### src/rtl/core/expl_pkg.sv
// ----------------------------------------------------------------------------
// Expression lexer package
// Shared widths, result kind codes and the types that travel between the
// front end, the result queue and the output stage.
// ----------------------------------------------------------------------------
`default_nettype none

package expl_pkg;

	localparam int CHAR_W     = 8;
	localparam int POS_W      = 10;
	localparam int LEN_W      = 11;
	localparam int IDX_W      = 9;
	localparam int KIND_W     = 4;
	localparam int LIMIT_W    = 9;
	localparam int TOKEN_CAP  = 256;
	localparam int MAX_LINE   = 1024;

	localparam logic [LIMIT_W-1:0] LIMIT_RESET = LIMIT_W'(TOKEN_CAP);

	localparam logic [KIND_W-1:0] K_IDENT = 4'd0;
	localparam logic [KIND_W-1:0] K_INT   = 4'd1;
	localparam logic [KIND_W-1:0] K_REAL  = 4'd2;
	localparam logic [KIND_W-1:0] K_STR   = 4'd3;
	localparam logic [KIND_W-1:0] K_OP    = 4'd4;
	localparam logic [KIND_W-1:0] K_END   = 4'd5;
	localparam logic [KIND_W-1:0] K_BAD   = 4'd6;
	localparam logic [KIND_W-1:0] K_NOEXP = 4'd7;
	localparam logic [KIND_W-1:0] K_TICK  = 4'd8;
	localparam logic [KIND_W-1:0] K_LONG  = 4'd9;

	localparam int QUEUE_DEPTH = 4;
	localparam int QUEUE_AW    = $clog2(QUEUE_DEPTH);
	localparam int QUEUE_CW    = $clog2(QUEUE_DEPTH + 1);

	typedef struct packed {
		logic [KIND_W-1:0] kind;
		logic [POS_W-1:0]  start_pos;
		logic [LEN_W-1:0]  tok_length;
		logic [IDX_W-1:0]  tok_index;
	} res_t;

	// One queue entry holds every result of one input item.
	typedef struct packed {
		res_t r0;
		res_t r1;
		logic two;
	} entry_t;

	typedef struct packed {
		logic not_empty;
		logic full;
	} q_stat_t;

endpackage

`default_nettype wire

### src/rtl/core/expl_if.sv
// ----------------------------------------------------------------------------
// Expression lexer channels
// Valid/ready channels for input characters and for lexer results.
// ----------------------------------------------------------------------------
`default_nettype none

interface expl_in_if;
	logic                        valid;
	logic                        ready;
	logic [expl_pkg::CHAR_W-1:0] ch;
	logic                        end_of_line;

	modport source (output valid, output ch, output end_of_line, input ready);
	modport sink (input valid, input ch, input end_of_line, output ready);
endinterface

interface expl_out_if;
	logic                        valid;
	logic                        ready;
	logic [expl_pkg::KIND_W-1:0] kind;
	logic [expl_pkg::POS_W-1:0]  start_pos;
	logic [expl_pkg::LEN_W-1:0]  tok_length;
	logic [expl_pkg::IDX_W-1:0]  tok_index;
	logic                        run_last;

	modport source (output valid, output kind, output start_pos, output tok_length,
		output tok_index, output run_last, input ready);
	modport sink (input valid, input kind, input start_pos, input tok_length,
		input tok_index, input run_last, output ready);
endinterface

`default_nettype wire

### src/rtl/core/expl_front.sv
// ----------------------------------------------------------------------------
// Expression lexer front end
// Accepts one character item per cycle while the result queue is not full, runs
// the tokenizer state machine and pushes the results of each item, if any, as one entry into the result queue.
// ----------------------------------------------------------------------------
`default_nettype none

module expl_front (
	input  wire                               clk,
	input  wire                               arst_n,
	input  wire                               cfg_we,
	input  wire [expl_pkg::LIMIT_W-1:0]       cfg_wdata,
	expl_in_if.sink                           in_ch,
	input  expl_pkg::q_stat_t                 qstat,
	output logic                              push,
	output expl_pkg::entry_t                  push_data
);

	typedef enum logic [8:0] {
		M_IDLE  = 9'b000000001,
		M_IDENT = 9'b000000010,
		M_INT   = 9'b000000100,
		M_FRAC  = 9'b000001000,
		M_EXPS  = 9'b000010000,
		M_EXPM  = 9'b000100000,
		M_EXPD  = 9'b001000000,
		M_STR   = 9'b010000000,
		M_OP    = 9'b100000000
	} mode_t;

	typedef struct packed {
		logic                          open;
		mode_t                         mode;
		logic [expl_pkg::LEN_W-1:0]    len;
		logic                          set_quote;
		logic                          set_pend;
		logic                          emit;
		logic [expl_pkg::KIND_W-1:0]   kind;
		logic                          inc;
		logic                          halt;
	} sc_t;

	localparam logic [expl_pkg::CHAR_W-1:0] CH_TICK = 8'h60;

	function automatic logic is_digit(input logic [expl_pkg::CHAR_W-1:0] c);
		return c >= "0" && c <= "9";
	endfunction

	function automatic logic is_alpha(input logic [expl_pkg::CHAR_W-1:0] c);
		return (c >= "a" && c <= "z") || (c >= "A" && c <= "Z");
	endfunction

	function automatic logic is_space(input logic [expl_pkg::CHAR_W-1:0] c);
		return c == " " || (c >= 8'd9 && c <= 8'd13);
	endfunction

	function automatic sc_t start_char(input logic [expl_pkg::CHAR_W-1:0] c);
		sc_t s;
		s = '0;
		s.mode = M_IDLE;
		if (is_space(c)) begin
			s.open = 1'b0;
		end else if (c == CH_TICK) begin
			s.emit = 1'b1;
			s.kind = expl_pkg::K_TICK;
			s.halt = 1'b1;
		end else if (is_alpha(c)) begin
			s.open = 1'b1;
			s.mode = M_IDENT;
			s.len  = 11'd1;
		end else if (is_digit(c)) begin
			s.open = 1'b1;
			s.mode = M_INT;
			s.len  = 11'd1;
		end else if (c == ".") begin
			s.open = 1'b1;
			s.mode = M_FRAC;
			s.len  = 11'd1;
		end else if (c inside {"'", "\""}) begin
			s.open      = 1'b1;
			s.mode      = M_STR;
			s.len       = 11'd2;
			s.set_quote = 1'b1;
		end else if (c inside {"+", "-", "^", "/", "%", "~", "{", "}", "(", ")", "[", "]",
				";", ":", "?", ",", "#", "$"}) begin
			s.open = 1'b1;
			s.len  = 11'd1;
			s.emit = 1'b1;
			s.kind = expl_pkg::K_OP;
			s.inc  = 1'b1;
		end else if (c inside {"&", "|", "=", "*", "!", "<", ">"}) begin
			s.open     = 1'b1;
			s.mode     = M_OP;
			s.len      = 11'd1;
			s.set_pend = 1'b1;
		end else begin
			s.emit = 1'b1;
			s.kind = expl_pkg::K_BAD;
			s.halt = 1'b1;
		end
		return s;
	endfunction

	logic [expl_pkg::LIMIT_W-1:0] limit_q;
	mode_t                        mode_q, mode_n;
	logic [expl_pkg::POS_W:0]     pos_q, pos_n;
	logic [expl_pkg::POS_W-1:0]   ostart_q, ostart_n;
	logic [expl_pkg::LEN_W-1:0]   olen_q, olen_n;
	logic [expl_pkg::CHAR_W-1:0]  quote_q, quote_n;
	logic [expl_pkg::CHAR_W-1:0]  pend_q, pend_n;
	logic [expl_pkg::IDX_W-1:0]   cnt_q, cnt_n;
	logic                         halt_q, halt_n;

	logic [expl_pkg::LIMIT_W-1:0] lim;
	logic [expl_pkg::CHAR_W-1:0]  c;
	logic [expl_pkg::POS_W-1:0]   p;
	logic [expl_pkg::IDX_W-1:0]   cnt_inc;
	logic [expl_pkg::POS_W:0]     endpos;
	logic                         accept;
	logic                         a_v, b_v;
	expl_pkg::res_t               a, b;
	logic                         fin, do_start, pos_inc;
	logic [expl_pkg::KIND_W-1:0]  fin_kind;
	logic [expl_pkg::IDX_W-1:0]   sc_cnt;
	logic                         op_match;
	sc_t                          sc;

	assign lim = (limit_q > expl_pkg::LIMIT_W'(expl_pkg::TOKEN_CAP))
		? expl_pkg::LIMIT_W'(expl_pkg::TOKEN_CAP) : limit_q;
	assign c        = in_ch.ch;
	assign p        = pos_q[expl_pkg::POS_W-1:0];
	assign cnt_inc  = cnt_q + 9'd1;
	assign accept   = in_ch.valid && in_ch.ready;
	assign in_ch.ready = !qstat.full;

	assign op_match = ((pend_q inside {"&", "|", "=", "*"}) && c == pend_q)
		|| ((pend_q inside {"!", "<", ">"}) && c == "=");

	always_comb begin
		mode_n   = mode_q;
		pos_n    = pos_q;
		ostart_n = ostart_q;
		olen_n   = olen_q;
		quote_n  = quote_q;
		pend_n   = pend_q;
		cnt_n    = cnt_q;
		halt_n   = halt_q;
		a_v      = 1'b0;
		b_v      = 1'b0;
		a        = '0;
		b        = '0;
		fin      = 1'b0;
		fin_kind = expl_pkg::K_IDENT;
		do_start = 1'b0;
		pos_inc  = 1'b1;
		sc_cnt   = cnt_q;
		endpos   = pos_q;
		sc       = start_char(c);

		if (in_ch.end_of_line) begin
			if (!halt_q) begin
				case (mode_q)
					M_IDENT: begin
						fin      = 1'b1;
						fin_kind = expl_pkg::K_IDENT;
					end
					M_INT: begin
						fin      = 1'b1;
						fin_kind = expl_pkg::K_INT;
					end
					M_FRAC, M_EXPD: begin
						fin      = 1'b1;
						fin_kind = expl_pkg::K_REAL;
					end
					M_EXPS, M_EXPM: begin
						a_v = 1'b1;
						a   = '{expl_pkg::K_NOEXP, p, '0, cnt_q};
					end
					M_STR: begin
						fin      = 1'b1;
						fin_kind = expl_pkg::K_STR;
						endpos   = pos_q + 11'd1;
					end
					M_OP: begin
						fin      = 1'b1;
						fin_kind = expl_pkg::K_OP;
					end
					default: begin
						fin = 1'b0;
					end
				endcase
			end
			sc_cnt = cnt_q;
			if (fin) begin
				a_v    = 1'b1;
				a      = '{fin_kind, ostart_q, olen_q, cnt_q};
				sc_cnt = cnt_inc;
			end
			b_v      = 1'b1;
			b        = '{expl_pkg::K_END, endpos[expl_pkg::POS_W-1:0], '0, sc_cnt};
			mode_n   = M_IDLE;
			pos_n    = '0;
			ostart_n = '0;
			olen_n   = '0;
			quote_n  = '0;
			pend_n   = '0;
			cnt_n    = '0;
			halt_n   = 1'b0;
		end else if (halt_q || cnt_q >= lim) begin
			pos_inc = 1'b0;
		end else if (pos_q >= (expl_pkg::POS_W+1)'(expl_pkg::MAX_LINE)) begin
			a_v     = 1'b1;
			a       = '{expl_pkg::K_LONG, expl_pkg::POS_W'(expl_pkg::MAX_LINE - 1), '0, cnt_q};
			halt_n  = 1'b1;
			mode_n  = M_IDLE;
			pos_inc = 1'b0;
		end else begin
			case (mode_q)
				M_IDENT: begin
					if (is_alpha(c) || is_digit(c) || c == "_") begin
						olen_n = olen_q + 11'd1;
					end else begin
						fin      = 1'b1;
						fin_kind = expl_pkg::K_IDENT;
					end
				end
				M_INT: begin
					if (is_digit(c)) begin
						olen_n = olen_q + 11'd1;
					end else if (c == ".") begin
						olen_n = olen_q + 11'd1;
						mode_n = M_FRAC;
					end else if (c inside {"e", "E"}) begin
						olen_n = olen_q + 11'd1;
						mode_n = M_EXPS;
					end else begin
						fin      = 1'b1;
						fin_kind = expl_pkg::K_INT;
					end
				end
				M_FRAC: begin
					if (is_digit(c)) begin
						olen_n = olen_q + 11'd1;
					end else if (c inside {"e", "E"}) begin
						olen_n = olen_q + 11'd1;
						mode_n = M_EXPS;
					end else begin
						fin      = 1'b1;
						fin_kind = expl_pkg::K_REAL;
					end
				end
				M_EXPS, M_EXPM: begin
					if (mode_q == M_EXPS && c == "-") begin
						olen_n = olen_q + 11'd1;
						mode_n = M_EXPM;
					end else if (is_digit(c)) begin
						olen_n = olen_q + 11'd1;
						mode_n = M_EXPD;
					end else begin
						a_v    = 1'b1;
						a      = '{expl_pkg::K_NOEXP, p, '0, cnt_q};
						halt_n = 1'b1;
						mode_n = M_IDLE;
					end
				end
				M_EXPD: begin
					if (is_digit(c)) begin
						olen_n = olen_q + 11'd1;
					end else begin
						fin      = 1'b1;
						fin_kind = expl_pkg::K_REAL;
					end
				end
				M_STR: begin
					if (c == quote_q) begin
						a_v    = 1'b1;
						a      = '{expl_pkg::K_STR, ostart_q, olen_q, cnt_q};
						cnt_n  = cnt_inc;
						mode_n = M_IDLE;
					end else begin
						olen_n = olen_q + 11'd1;
					end
				end
				M_OP: begin
					if (op_match) begin
						a_v    = 1'b1;
						a      = '{expl_pkg::K_OP, ostart_q, 11'd2, cnt_q};
						olen_n = 11'd2;
						cnt_n  = cnt_inc;
						mode_n = M_IDLE;
					end else begin
						fin      = 1'b1;
						fin_kind = expl_pkg::K_OP;
					end
				end
				default: begin
					do_start = 1'b1;
				end
			endcase

			if (fin) begin
				a_v    = 1'b1;
				a      = '{fin_kind, ostart_q, olen_q, cnt_q};
				cnt_n  = cnt_inc;
				mode_n = M_IDLE;
				sc_cnt = cnt_inc;
				if (cnt_inc >= lim) begin
					pos_inc = 1'b0;
				end else begin
					do_start = 1'b1;
				end
			end

			if (do_start) begin
				mode_n = sc.mode;
				cnt_n  = sc_cnt + {8'd0, sc.inc};
				if (sc.open) begin
					ostart_n = p;
					olen_n   = sc.len;
				end
				if (sc.set_quote) begin
					quote_n = c;
				end
				if (sc.set_pend) begin
					pend_n = c;
				end
				if (sc.halt) begin
					halt_n = 1'b1;
				end
				if (sc.emit) begin
					b_v = 1'b1;
					b   = '{sc.kind, p, sc.inc ? sc.len : 11'd0, sc_cnt};
				end
			end

			if (pos_inc) begin
				pos_n = pos_q + 11'd1;
			end
		end
	end

	always_comb begin
		push_data = '0;
		if (a_v) begin
			push_data.r0  = a;
			push_data.r1  = b;
			push_data.two = b_v;
		end else begin
			push_data.r0 = b;
		end
	end

	assign push = accept && (a_v || b_v);

	always_ff @(posedge clk or negedge arst_n) begin
		if (!arst_n) begin
			limit_q  <= expl_pkg::LIMIT_RESET;
			mode_q   <= M_IDLE;
			pos_q    <= '0;
			ostart_q <= '0;
			olen_q   <= '0;
			quote_q  <= '0;
			pend_q   <= '0;
			cnt_q    <= '0;
			halt_q   <= 1'b0;
		end else begin
			if (cfg_we) begin
				limit_q <= cfg_wdata;
			end
			if (accept) begin
				mode_q   <= mode_n;
				pos_q    <= pos_n;
				ostart_q <= ostart_n;
				olen_q   <= olen_n;
				quote_q  <= quote_n;
				pend_q   <= pend_n;
				cnt_q    <= cnt_n;
				halt_q   <= halt_n;
			end
		end
	end

endmodule

`default_nettype wire

### src/rtl/core/expl_queue.sv
// ----------------------------------------------------------------------------
// Expression lexer result queue
// Short FIFO of per-item result entries between the front end and the
// output stage.
// ----------------------------------------------------------------------------
`default_nettype none

module expl_queue (
	input  wire                  clk,
	input  wire                  arst_n,
	input  wire                  push,
	input  expl_pkg::entry_t     push_data,
	input  wire                  pop,
	output expl_pkg::entry_t     head,
	output expl_pkg::q_stat_t    qstat
);

	expl_pkg::entry_t              mem_q [expl_pkg::QUEUE_DEPTH];
	logic [expl_pkg::QUEUE_AW-1:0] wr_ptr_q, rd_ptr_q;
	logic [expl_pkg::QUEUE_CW-1:0] count_q;
	logic                          do_push, do_pop;

	assign qstat.full      = count_q == expl_pkg::QUEUE_CW'(expl_pkg::QUEUE_DEPTH);
	assign qstat.not_empty = count_q != '0;
	assign head            = mem_q[rd_ptr_q];
	assign do_push         = push && !qstat.full;
	assign do_pop          = pop && qstat.not_empty;

	always_ff @(posedge clk) begin
		if (do_push) begin
			mem_q[wr_ptr_q] <= push_data;
		end
	end

	always_ff @(posedge clk or negedge arst_n) begin
		if (!arst_n) begin
			wr_ptr_q <= '0;
			rd_ptr_q <= '0;
			count_q  <= '0;
		end else begin
			if (do_push) begin
				wr_ptr_q <= (wr_ptr_q == expl_pkg::QUEUE_AW'(expl_pkg::QUEUE_DEPTH - 1))
					? '0 : wr_ptr_q + 1'b1;
			end
			if (do_pop) begin
				rd_ptr_q <= (rd_ptr_q == expl_pkg::QUEUE_AW'(expl_pkg::QUEUE_DEPTH - 1))
					? '0 : rd_ptr_q + 1'b1;
			end
			if (do_push && !do_pop) begin
				count_q <= count_q + 1'b1;
			end else if (do_pop && !do_push) begin
				count_q <= count_q - 1'b1;
			end
		end
	end

endmodule

`default_nettype wire

### src/rtl/core/expl_back.sv
// ----------------------------------------------------------------------------
// Expression lexer output stage
// Hands out the results of the head queue entry one result at a time and
// marks the last result of each input item.
// ----------------------------------------------------------------------------
`default_nettype none

module expl_back (
	input  wire                  clk,
	input  wire                  arst_n,
	input  expl_pkg::entry_t     head,
	input  expl_pkg::q_stat_t    qstat,
	output logic                 pop,
	expl_out_if.source           res_ch
);

	logic           second_q;
	logic           last;
	logic           accept;
	expl_pkg::res_t cur;

	assign cur    = second_q ? head.r1 : head.r0;
	assign last   = second_q || !head.two;
	assign accept = res_ch.valid && res_ch.ready;
	assign pop    = accept && last;

	assign res_ch.valid      = qstat.not_empty;
	assign res_ch.kind       = cur.kind;
	assign res_ch.start_pos  = cur.start_pos;
	assign res_ch.tok_length = cur.tok_length;
	assign res_ch.tok_index  = cur.tok_index;
	assign res_ch.run_last   = last;

	always_ff @(posedge clk or negedge arst_n) begin
		if (!arst_n) begin
			second_q <= 1'b0;
		end else if (accept) begin
			second_q <= !last;
		end
	end

endmodule

`default_nettype wire

### src/rtl/core/expression_lexer.sv
// ----------------------------------------------------------------------------
// Expression lexer
// Cuts a character stream into identifier, number, string and operator
// tokens with their kind, start position, length and index.
// ----------------------------------------------------------------------------
// The lexer takes one character item per clock cycle; each item yields zero,
// one or two results, and the end-of-line item always yields the end token.
// The front end settles an item in the cycle it is accepted and writes its
// results as one entry into a four-entry queue; the output stage sends one
// result per cycle while the output channel is ready, and input is held back
// only when the queue is full. Results reach the output channel only after
// their entry is registered in the queue.
`default_nettype none

module expression_lexer (
	input  wire                           clk,
	input  wire                           arst_n,
	input  wire                           cfg_we,
	input  wire [expl_pkg::LIMIT_W-1:0]   cfg_wdata,
	expl_in_if.sink                       in_ch,
	expl_out_if.source                    res_ch
);

	expl_pkg::q_stat_t qstat;
	expl_pkg::entry_t  push_data;
	expl_pkg::entry_t  head;
	logic              push;
	logic              pop;

	expl_front u_front (
		.clk       (clk),
		.arst_n    (arst_n),
		.cfg_we    (cfg_we),
		.cfg_wdata (cfg_wdata),
		.in_ch     (in_ch),
		.qstat     (qstat),
		.push      (push),
		.push_data (push_data)
	);

	expl_queue u_queue (
		.clk       (clk),
		.arst_n    (arst_n),
		.push      (push),
		.push_data (push_data),
		.pop       (pop),
		.head      (head),
		.qstat     (qstat)
	);

	expl_back u_back (
		.clk    (clk),
		.arst_n (arst_n),
		.head   (head),
		.qstat  (qstat),
		.pop    (pop),
		.res_ch (res_ch)
	);

endmodule

`default_nettype wire
### src/flat_wrapper.sv
// flat-port wrapper written by rule: the top's interface ports become plain ports
module expression_lexer_flat 
  (clk, arst_n, cfg_we, cfg_wdata, in_ch_valid, in_ch_ch, in_ch_end_of_line, in_ch_ready, res_ch_valid, res_ch_kind, res_ch_start_pos, res_ch_tok_length, res_ch_tok_index, res_ch_run_last, res_ch_ready);
  expl_in_if in_ch_i ();
  expl_out_if res_ch_i ();
  input  wire clk;
  input  wire arst_n;
  input  wire cfg_we;
  input  wire [expl_pkg::LIMIT_W-1:0] cfg_wdata;
  input wire logic [$bits(in_ch_i.valid)-1:0] in_ch_valid;
  input wire logic [$bits(in_ch_i.ch)-1:0] in_ch_ch;
  input wire logic [$bits(in_ch_i.end_of_line)-1:0] in_ch_end_of_line;
  output wire logic [$bits(in_ch_i.ready)-1:0] in_ch_ready;
  output wire logic [$bits(res_ch_i.valid)-1:0] res_ch_valid;
  output wire logic [$bits(res_ch_i.kind)-1:0] res_ch_kind;
  output wire logic [$bits(res_ch_i.start_pos)-1:0] res_ch_start_pos;
  output wire logic [$bits(res_ch_i.tok_length)-1:0] res_ch_tok_length;
  output wire logic [$bits(res_ch_i.tok_index)-1:0] res_ch_tok_index;
  output wire logic [$bits(res_ch_i.run_last)-1:0] res_ch_run_last;
  input wire logic [$bits(res_ch_i.ready)-1:0] res_ch_ready;
  assign in_ch_i.valid = in_ch_valid;
  assign in_ch_i.ch = in_ch_ch;
  assign in_ch_i.end_of_line = in_ch_end_of_line;
  assign in_ch_ready = in_ch_i.ready;
  assign res_ch_valid = res_ch_i.valid;
  assign res_ch_kind = res_ch_i.kind;
  assign res_ch_start_pos = res_ch_i.start_pos;
  assign res_ch_tok_length = res_ch_i.tok_length;
  assign res_ch_tok_index = res_ch_i.tok_index;
  assign res_ch_run_last = res_ch_i.run_last;
  assign res_ch_i.ready = res_ch_ready;
  expression_lexer u_core (.clk(clk), .arst_n(arst_n), .cfg_we(cfg_we), .cfg_wdata(cfg_wdata), .in_ch(in_ch_i), .res_ch(res_ch_i));
endmodule
### config.mk
export PLATFORM = sky130hd
export DESIGN_NAME = expression_lexer_flat
export DESIGN_NICKNAME = d
export VERILOG_FILES = /design/src/rtl/core/expl_pkg.sv /design/src/rtl/core/expl_if.sv /design/src/rtl/core/expl_front.sv /design/src/rtl/core/expl_queue.sv /design/src/rtl/core/expl_back.sv /design/src/rtl/core/expression_lexer.sv /design/src/flat_wrapper.sv
export SDC_FILE = /design/constraint.sdc
export NUM_CORES = 1
export LEC_CHECK = 0
export BUFFER_PORTS_ARGS = -buffer_cell sky130_fd_sc_hd__buf_2
export CAP_MARGIN = 20
export CORE_ASPECT_RATIO = 1.2
export CORE_MARGIN = 5
export CORE_UTILIZATION = 45
export DETAILED_ROUTE_END_ITERATION = 10
export GPL_ROUTABILITY_DRIVEN = 0
export PLACE_DENSITY_LB_ADDON = 0.15
export SLEW_MARGIN = 40
export SYNTH_ARGS = -nofsm -noshare
export SYNTH_HDL_FRONTEND = slang
export SYNTH_HIERARCHICAL = 1
export SYNTH_SLANG_ARGS = --single-unit
### constraint.sdc
create_clock -name clk -period 14.1 [get_ports clk]
set_input_delay 2.82 -clock clk [delete_from_list [all_inputs] [get_ports clk]]
set_output_delay 2.82 -clock clk [all_outputs]
set_load 0.01 [all_outputs]
* Word-level counts from Yosys, hierarchy flattened
Memories as Yosys holds them, arrays and structs flattened.
Index checks and enable logic that the tools add are counted.
** Cells by class
- Multipliers :: 0
- Add/sub/neg operators :: 8
- Reductions and logical operators :: 55
- Bitwise gates (word level) :: 0
- Order comparisons :: 12
- Mux-type cells :: 176
- Div/mod/pow operators :: 0
- Equal/unequal tests :: 61
- Shifts and indexed selects :: 0
** Operator list (count)
- $mux W34 :: 12
- $mux W9 :: 28
- $eq A8 B6 Y1 const B :: 28
- $mux W11 :: 20
- $mux W33 :: 5
- $mux W21 :: 5
- $pmux W33 S3 :: 1
- $eq A8 B7 Y1 const B :: 12
- $mux W8 :: 11
- $pmux W11 S7 :: 1
- $mux W10 :: 7
- $mux W1 :: 62
- $pmux W9 S5 :: 1
- $mux W35 :: 1
- $mux W32 :: 1
- $mux W29 :: 1
- $ne A6 B6 Y1 const B :: 4
- $pmux W3 S4 :: 2
- $mux W23 :: 1
- $add A11 B1 Y11 const B :: 2
- $ge A9 B9 Y1 :: 2
- $pmux W9 S2 :: 1
- $reduce_bool A18 Y1 :: 1
- $eq A8 B8 Y1 :: 2
- 49 further kinds :: 101
** Storage, ports and cells
- Bits in read-only memories :: 0
- Memories :: 1
- Bits in registers :: 84
- Output and inout bits :: 37
- Bits in writable memories :: 276
- Bits in latches :: 0
** Memories
- u_core.u_queue.mem_q :: words 4, bits a word 69, rd ports 1, clocked after Yosys merged registers in 0, wr ports 1, line expl_queue.sv:18 : expl_pkg::entry_t mem_q [expl_pkg::QUEUE_DEPTH];

* Depth between registers and ports, before layout
Gate-level depths: netlist of run 1.
- Depth in word-level cells :: 25
- Gate-level depth with buffers :: 19

* Cells and area by module
Netlist of run 1, hierarchy kept.
** Modules (own cells, without submodules)
- expl_queue :: cells each 398, instances 1, sequential area each 8463.1 µm², area each 10487.6 µm²
- expl_front :: cells each 1014, instances 1, sequential area each 1904.3 µm², area each 7614.8 µm²
- expl_back :: cells each 45, instances 1, sequential area each 25.0 µm², area each 624.3 µm²

* Least setup slack after synthesis of run 1
Ideal clock, no wire load.
- Kind :: input to register
- Start :: in in_ch_ch[2]
- End :: mem u_core/u_queue/mem_q[3][0] (netlist name), enable pin
- Buffers on the path :: 1
- Arrival time :: 7.965 ns
- Path slack :: 5.638 ns
- Library setup time :: 0.498 ns
- Cell stages on the path :: 11
- Cell sequence :: buf_1 -> xnor2_1 -> nand4_1 -> nor3_1 -> nor2_1 -> and3_1 -> o21bai_1 -> nor2_1 -> nor2_1 -> nand2_1 -> nor2_1
** On the way
- Cells in the longest elaborated chain, start to end :: 23
- Elaborated cells between the ends (all ways) :: 100
** Ends and longest elaborated chain
- start, declared :: line flat_wrapper.sv:11 : input wire logic [$bits(in_ch_i.ch)-1:0] in_ch_ch;
- $ge A8 B7 Y1 or $le A8 B7 Y1 (tied branches) :: line expl_front.sv:50 : return (c >= "a" && c <= "z") || (c >= "A" && c <= "Z");
- $logic_and A1 B1 Y1 :: line expl_front.sv:50
- $logic_or A1 B1 Y1 :: line expl_front.sv:50
- $logic_or A1 B1 Y1 (2 in series) :: line expl_front.sv:220 : if (is_alpha(c) || is_digit(c) || c == "_") begin
- $mux W1 :: line expl_front.sv:220
- $pmux W1 S5 :: line expl_front.sv:218 : case (mode_q)
- $mux W1 :: line expl_front.sv:211 : end else if (pos_q >= (expl_pkg::POS_W+1)'(expl_pkg::MAX_LINE)) begin
- $mux W1 :: line expl_front.sv:209 : end else if (halt_q || cnt_q >= lim) begin
- [7 not listed]
- $mux W1 :: line expl_front.sv:209
- $mux W1 :: line expl_front.sv:160 : if (in_ch.end_of_line) begin
- $logic_or A1 B1 Y1 (*) :: line expl_front.sv:353 : assign push = accept && (a_v || b_v);
- $logic_and A1 B1 Y1 (*) :: line expl_front.sv:353
- named net u_core.push :: line expression_lexer.sv:27 : logic push;
- $logic_and A1 B1 Y1 (*) :: line expl_queue.sv:26 : assign do_push = push && !qstat.full;
- $mux W1 (*) :: line expl_queue.sv:30 : if (do_push) begin
- $mux W1 (implied by the code) (*) :: line expl_queue.sv:31 : mem_q[wr_ptr_q] <= push_data;
- end, declared :: line expl_queue.sv:18
The timed path passes the listed nets; every way through them passes the cells marked *. The select of a mux whose other input is x is not followed.

* Final worst setup path of run 1
- Start :: in in_ch_ch[6]
- End :: reg u_core/u_front/cnt_q[6] (netlist name)
** On the way
- Cells in the longest elaborated chain, start to end :: 19
- Elaborated cells between the ends (all ways) :: 87
** Ends and longest elaborated chain
- $ge A8 B7 Y1 or $le A8 B7 Y1 (tied branches) :: line expl_front.sv:50
- $logic_and A1 B1 Y1 :: line expl_front.sv:50
- $logic_or A1 B1 Y1 :: line expl_front.sv:50
- $logic_or A1 B1 Y1 (2 in series) :: line expl_front.sv:220
- $mux W1 :: line expl_front.sv:220
- $pmux W1 S5 :: line expl_front.sv:218
- $mux W1 :: line expl_front.sv:211
- $mux W1 :: line expl_front.sv:209
- [2 not listed]
- $mux W9 :: line expl_front.sv:211
- $mux W9 :: line expl_front.sv:209
- $mux W9 :: line expl_front.sv:160
- $add A9 B1 Y9 :: line expl_front.sv:316 : cnt_n = sc_cnt + {8'd0, sc.inc};
- $mux W9 :: line expl_front.sv:314 : if (do_start) begin
- $mux W9 :: line expl_front.sv:211
- $mux W9 :: line expl_front.sv:209
- $mux W9 :: line expl_front.sv:160
- end signal, assigned :: line expl_front.sv:377 : cnt_q <= cnt_n;
- end, declared :: line expl_front.sv:111 : logic [expl_pkg::IDX_W-1:0] cnt_q, cnt_n;
Several ways; a longest one is shown, not always the timed one. The select of a mux whose other input is x is not followed.
A chain may end at the register's enable or synchronous reset.

==> flow_summary.json, run 1 <==
{
  "finish.net_count": 1526,
  "setup-violations-final": 0,
  "cp-start-kind": "primary input",
  "holdBufCountCts": 0,
  "seqPwrFrac_pct": 40.9,
  "total_power_mw": 3.47,
  "setup_slack_ns": 7.06,
  "post-synth-top-area-fraction_pct": 44.3,
  "leakage_nw": 7.36,
  "timing_worst_setup_path_type": "in2reg",
  "detail_route.wirelength_um": 47700,
  "num_vias": 12700,
  "pin_count": 60,
  "ff2ff_setup_slack_ns": 8.42,
  "ir_drop_v": 0.000107,
  "number_of_design_rule_violations_left_after_detail_routing": 0,
  "synth_warnings": 6,
  "cts_root_buffer": "clkbuf_16",
  "post-route-util_pct": 50.0,
  "total_switching_power_mw": 1.09,
  "dpl.cell_count": 1971,
  "clock-sinks": 360,
  "synth_cells": 1457,
  "power_switching_share_pct": 31.3,
  "cts_buffer_depth": 3,
  "die-width_um": 196,
  "worst-path-max-fanout": 13,
  "drt_pre_antenna_iters": 6,
  "antenna_cells_inserted": 0,
  "hpwl_um": 31500,
  "setup_repair_after_global_routing_missed_its_margin": "no",
  "synth-seq-area-share_pct": 55.5,
  "timing.hold.worst_path_depth": 1,
  "slew_violations": 0,
  "design.die.area_sq_um": 45800,
  "layout.cells.non_filler": 2038,
  "cts-resized-gates": 0,
  "power.internal_mw": 2.38,
  "worstSkewPairLatency_ns": 0.53,
  "p_comb_share_pct": 31.2,
  "period_utilization_post_route_pct": 49.9,
  "start_util_pct": 45.7,
  "power_density_nw_per_um2": 169,
  "cts_made_buffers": 37,
  "maxClockFrequency_mhz": 142,
  "finClkSkew_ns": 0.0162,
  "viasPerCell": 6.22,
  "final-hold-violation-count": 0,
  "post-synth-top-area-cell": "edfxtp_1",
  "yosys.cell_types.count": 95,
  "buffer_ports.inserted": 59,
  "setup-tns-final_ns": 0,
  "rr_startpoint": "u_core/u_front/cnt_q[1]$_DFFE_PN0P_",
  "grt_pass1_vias": 12700,
  "synth-seq-cells": 360,
  "grtUsageTotal_pct": 20.8,
  "row_count": 81,
  "crit_arrival_ns": 7.49,
  "final.hold.worst_slack_ns": 0.488,
  "final_critical_delay_including_setup_and_external_delays_ns": 7.04,
  "maximum_number_of_pins_on_one_net_before_global_route_repair": 72,
  "detailedRoute.firstIterationViolations": 1257,
  "max_cap_viol_count": 0,
  "r2r.worst_path.cells": 14,
  "synth_top_flop_cell": "edfxtp_1",
  "htree_num_levels": 2,
  "yosys-top-cells-area": "edfxtp_1, dfrtp_1, mux4_2, mux2_4, nand2_1",
  "commonest_non_fill_non_tap_cell_in_the_layout": "edfxtp_1",
  "hp-class": "reg2reg",
  "synth_area_per_cell_sq_um": 12.9,
  "slew-limit-headroom_pct": 39.0,
  "commonest_cells_after_routing_fill_and_taps_aside": "edfxtp_1, nand2_1, nor2_1",
  "grt_pass1_wl_um": 75000,
  "routed_wire_length_per_instance_um": 23.4,
  "stdcell_area_sq_um": 20500,
  "tritoncts": "yes",
  "ys_async_sr_fraction_pct": 23.3,
  "post_route_cells_drive_above_1_share_pct": 19.4,
  "detailed_place.area_sq_um": 19300,
  "cts.repair_timing.setup_buffer_count": 0,
  "synth_enable_flop_cells": 276,
  "holdCritStartpoint": "u_core/u_front/olen_q[10]$_DFFE_PN0P_",
  "grt_overflow": 0,
  "grt_antenna_before_repair": 0,
  "core_area_sq_um": 40900,
  "syn_to_final_growth_pct": 9.22,
  "pwr-share-clk_pct": 27.9,
  "pre_cts_slack_ns": 6.39,
  "timing_worst_slew_pin_value_ns": 0.911,
  "synthesis.area_sq_um": 18700,
  "antenna_violating_nets_post_route": 0,
  "critical_path.startpoint": "in_ch_ch[6]",
  "register_clock_pin_slew_on_the_reported_worst_setup_and_hold_paths_ns": 0.07,
  "outcome": "finished, final reports clean",
  "cp_data_required_time_ns": 14.55,
  "critical_path.endpoint_type": "flip-flop",
  "chipHeight_um": 233
}
-- power by group through the flow --
stage	Clock [mW]	Combinational (mW)	Sequential, mW
floorplan	0	0.880	1.38
global placement	0	1.09	1.44
detailed placement	0	1.10	1.44
CTS	0.993	1.10	1.42
global route	1.03	1.17	1.44
finish	0.967	1.08	1.42
-- worst max-delay path, cell delays in order --
cell and delay (ns):
buf_2 0.20, or3b_1 0.41, or4_1 0.68, a41o_1 0.40, a21o_1 0.33, nor2_2 0.51, xnor2_1 0.22, ha_1 0.23
ha_1 0.32, nand2_1 0.08, a2111oi_0 0.74, a211oi_1 0.15, o21a_1 0.23, o211ai_1 0.16
-- path summary, 6_finish.rpt --
check                                                    endpoint
max                           u_core/u_front/cnt_q[6]$_DFFE_PN0P_
min                         u_core/u_front/olen_q[10]$_DFFE_PN0P_
max reg2reg                 u_core/u_queue/mem_q[1][21]$_DFFE_PP_
min reg2reg                 u_core/u_front/olen_q[10]$_DFFE_PN0P_
max in group asynchronous  u_core/u_queue/rd_ptr_q[0]$_DFFE_PN0P_
min in group asynchronous   u_core/u_front/limit_q[0]$_DFFE_PN0P_
-- cell families after synthesis --
family | count (synthesis) | synth area share [%]
AOI/OAI and AO/OA | 326 | 12.0
xor gates and xnor gates | 48 | 2.24
adders and majority gates | 32 | 2.18
buffers and inverters | 141 | 4.20
DFF | 360 | 55.5
muxes | 123 | 12.1
other | 1 | 0.0200
and+or+nand+nor | 426 | 11.8
-- cell usage after synthesis, types with 22 or more instances --
library cell,number
o21ai_0,76
nand3_1,40
a31oi_1,24
clkbuf_1,58
dfrtp_1,82
inv_1,29
edfxtp_1,276
a22oi_1,26
mux2_4,29
buf_2,22
nor2b_1,32
nor3_1,28
and3_1,26
a21oi_1,51
nor2_1,90
ha_1,31
mux4_2,68
nand2_1,105
xnor2_1,31
-- metal layers --
layer  vias to the layer above  GRT usage, %  part of all wire (%)
li1                       5686             -                     -
met1                      6321          28.5                    43
met4                         0          7.64                   4.3
met2                       520          33.7                    47
met5                         -             0                     0
met3                       159          3.58                   6.3
-- registers in the layout, summed over array words and instances, names as in the netlist --
register,flops
u_core/u_front/quote_q,8
u_core/u_front/ostart_q,10
u_core/u_front/olen_q,11
u_core/u_front/pend_q,8
u_core/u_back/second_q,1
u_core/u_front/halt_q,1
u_core/u_queue/mem_q,276
u_core/u_queue/count_q,3
u_core/u_front/pos_q,11
u_core/u_front/limit_q,9
u_core/u_queue/rd_ptr_q,2
u_core/u_front/mode_q,9
u_core/u_queue/wr_ptr_q,2
u_core/u_front/cnt_q,9
-- final cells by class --
cell class / count / area, sq um
fillers: 3658 / 20500
clock inverters: 23 / 225
well taps: 539 / 674
clock buffers: 44 / 952
flip-flops and latches: 360 / 10400
inverters: 30 / 113
multi-input cells: 965 / 7630
repair buffers: 77 / 455
Note: power is estimated with default switching activity, not from simulation.
==> run 2, diff against run 1 <==
Settings changed: ABC_AREA set to 1.
Clock period 14.1 ns to 5.74 ns, I/O delays scaled along.
==> flow_summary.json, run 2 <==
{
  "holdBufCountCts": 0,
  "power.internal_mw": 5.90,
  "timing_worst_setup_path_type": "reg2reg",
  "die-width_um": 205,
  "cp-start-kind": "flip-flop",
  "finClkSkew_ns": 0.0160,
  "post-synth-top-area-cell": "edfxtp_1",
  "worstSetupPathDepth": 25,
  "tritoncts": "yes",
  "final_critical_delay_including_setup_and_external_delays_ns": 4.99,
  "commonest_cells_after_routing_fill_and_taps_aside": "nand2_1, inv_1, edfxtp_1",
  "use_met3_pct": 3.05,
  "chipHeight_um": 244,
  "power_switching_share_pct": 40.5,
  "critPathMaxStageDelay_ns": 0.41,
  "register_clock_pin_slew_on_the_reported_worst_setup_and_hold_paths_ns": 0.06,
  "synth_cells": 2260,
  "yosys.cell_types.count": 63,
  "grt_pass1_wl_um": 82300,
  "rr_startpoint": "u_core/u_front/cnt_q[0]$_DFFE_PN0P_",
  "setup-violations-final": 0,
  "stdcell_area_sq_um": 22300,
  "synth_top_flop_cell": "edfxtp_1",
  "ys_async_sr_fraction_pct": 23.3,
  "htree_num_levels": 2,
  "largest_registers": "u_core/u_queue/mem_q: 276 flops, u_core/u_front/olen_q: 11 flops, u_core/u_front/pos_q: 11 flops",
  "synth_enable_flop_cells": 276,
  "syn_to_final_growth_pct": 8.49,
  "num_vias": 15400,
  "post_route_cells_drive_above_1_share_pct": 14.8,
  "commonest_non_fill_non_tap_cell_in_the_layout": "nand2_1",
  "cts-resized-gates": 0,
  "cell_with_the_most_instances_after_synthesis": "nand2_1",
  "grt_overflow": 0,
  "grtUsageTotal_pct": 20.5,
  "power_density_nw_per_um2": 445,
  "maxClockFrequency_mhz": 200,
  "worstSkewPairLatency_ns": 0.56,
  "cts_buffer_depth": 3,
  "registers.top_by_ff_count": "u_core/u_queue/mem_q",
  "period_utilization_post_route_pct": 87.0,
  "cts_root_buffer": "clkbuf_16",
  "max_cap_viol_count": 0,
  "layout.cells.non_filler": 2920,
  "worst-path-max-fanout": 22,
  "timing_worst_slew_pin_value_ns": 0.840,
  "antenna_cells_inserted": 0,
  "maximum_number_of_pins_on_one_net_before_global_route_repair": 129,
  "cts.repair_timing.setup_buffer_count": 0,
  "slew_violations": 0,
  "total_switching_power_mw": 4.02,
  "pin_count": 60,
  "p_comb_share_pct": 39.3,
  "crit_arrival_ns": 5.43,
  "synthesis.area_sq_um": 20600,
  "grt.met1_usage_pct": 27.6,
  "yosys-top-cells-area": "edfxtp_1, nand2_1, dfrtp_1, inv_1, o211ai_2",
  "largest_register_ff_count": 276,
  "critical_path.startpoint": "u_core/u_front/cnt_q[0]$_DFFE_PN0P_",
  "crit_family": "simple AND/OR/NAND/NOR gates",
  "final.hold.worst_slack_ns": 0.479,
  "r2r.worst_path.cells": 25,
  "netlist_top_cells_count": "nand2_1, inv_1, edfxtp_1",
  "viasPerCell": 5.28,
  "ir_drop_v": 0.000304,
  "grt_antenna_before_repair": 0,
  "detailedRoute.firstIterationViolations": 1080,
  "finish.net_count": 2341,
  "synth_area_per_cell_sq_um": 9.10,
  "outcome": "finished, final reports clean",
  "met2_usage_pct": 34.2,
  "detail_route.wirelength_um": 51300,
  "core_area_sq_um": 45100,
  "clock-sinks": 360,
  "path_buf_inv": 5,
  "drt_pre_antenna_iters": 7,
  "buffer_ports.inserted": 59,
  "synth-seq-area-share_pct": 50.5,
  "start_util_pct": 45.6,
  "setup_repair_after_global_routing_missed_its_margin": "no",
  "dpl.cell_count": 2854,
  "design.die.area_sq_um": 50100,
  "detailed_place.area_sq_um": 21100,
  "seqPwrFrac_pct": 37.2,
  "filler_cell_count": 4254,
  "row_count": 85,
  "cp_data_required_time_ns": 6.17,
  "grt_pass1_vias": 15000,
  "critical_path.endpoint_type": "flip-flop",
  "antenna_violating_nets_post_route": 0,
  "leakage_nw": 9.50,
  "grt_busiest_layer": "met2",
  "hpwl_um": 35400,
  "synth-seq-cells": 360,
  "post-synth-top-area-fraction_pct": 40.3,
  "number_of_design_rule_violations_left_after_detail_routing": 0,
  "worst_path_max_delay_cell": "dfrtp_1",
  "slew-limit-headroom_pct": 44.0,
  "routed_wire_length_per_instance_um": 17.6,
  "pwr-share-clk_pct": 23.5,
  "hp-class": "in2async",
  "synth_warnings": 6,
  "cts_made_buffers": 39,
  "final-hold-violation-count": 0
}
==> run 2: changes by cell type after synthesis, moves of 56 or more <==
cell | previous run | this run
inv_1 | 29 | 312
o211ai_1 | 8 | 64
nand2_1 | 105 | 616
mux4_2 | 68 | 0
nand3_1 | 40 | 98
o211ai_2 | 0 | 81
==> run 2: cell families (layout without fill, tap and decap cells) <==
| group | after synthesis | in the layout | synth area share (%) |
|---|---|---|---|
| fa+ha+maj | 32 | 32 | 1.98 |
| xor+xnor | 34 | 34 | 1.45 |
| buf+inv | 450 | 492 | 10.8 |
| other cells | 1 | 10 | 0.0182 |
| flops | 360 | 360 | 50.5 |
| simple gates | 980 | 980 | 20.7 |
| compound gates | 403 | 403 | 14.5 |
==> run 2: cell type report <==
type                       instances  area (sq um)  area share (%)
clock buffer                      49          1040            4.68
sequential                       360         10400            46.6
timing repair buffer              90           688            3.08
multi-input combinational       1459          8020            36.0
inverter                         336          1280            5.73
tap                              609           762            3.42
clock inverter                    17           114           0.510
==> run 2: layer usage <==
layer | part of all wire (%) | routed length, um
met2 | 48 | 24500
met4 | 3.0 | 1540
met3 | 5.1 | 2590
met1 | 44 | 22700
met5 | 0 | 0
==> run 2: worst register-to-register path: stages (launching register included) <==
cell and delay [ns]:
dfrtp_1 0.41, inv_1 0.15, nor3_1 0.28, nand3_1 0.17, nor3_1 0.21, xor2_1 0.20, inv_1 0.09, ha_1 0.29
nand2_1 0.07, nor2_1 0.14, nand2_1 0.06, o2111ai_1 0.39, nand2_4 0.12, nand2_4 0.23, nor2_8 0.06, nand2_4 0.27
nand2_1 0.14, o21ai_0 0.19, inv_1 0.09, nand2_1 0.36, inv_1 0.09, ha_1 0.23, inv_1 0.10, fa_1 0.42
nand2_1 0.07, o21ai_0 0.06
==> run 2: power groups by stage <==
stage / registers [mW] / logic (mW) / clock network [mW]
after detailed placement: 3.74 / 3.94 / 0
after global routing: 3.74 / 4.37 / 2.51
final: 3.69 / 3.90 / 2.33
after global placement: 3.73 / 3.89 / 0
after CTS: 3.69 / 3.95 / 2.40
after floorplan: 3.61 / 3.14 / 0
==> run 2: stage by stage <==
stage / total power, mW / utilization [%] / worst slack (ns) / setup TNS [ns]
2_1_floorplan: 6.74 / - / -0.725 / -200.11
3_3_place_gp: 7.62 / 46.9 / 0.752 / 0
3_5_place_dp: 7.68 / 46.9 / 0.593 / 0
4_1_cts: 10.0 / 49.5 / 0.716 / 0
5_1_grt: 10.6 / 49.5 / 0.299 / 0
6_report: 9.92 / 49.5 / 0.747 / 0
==> run 2: worst paths after layout <==
path | to | slack, ns
worst max-delay path | u_core/u_queue/count_q[1]$_DFFE_PN0P_ | 0.75
worst min-delay path | u_core/u_front/limit_q[3]$_DFFE_PN0P_ | 0.48
worst max register to register | u_core/u_queue/count_q[1]$_DFFE_PN0P_ | 0.75
worst min register to register | u_core/u_front/quote_q[4]$_DFFE_PN0P_ | 0.50
max in group asynchronous | u_core/u_front/ostart_q[7]$_DFFE_PN0P_ | 4.32
min in group clk | u_core/u_front/quote_q[4]$_DFFE_PN0P_ | 0.50
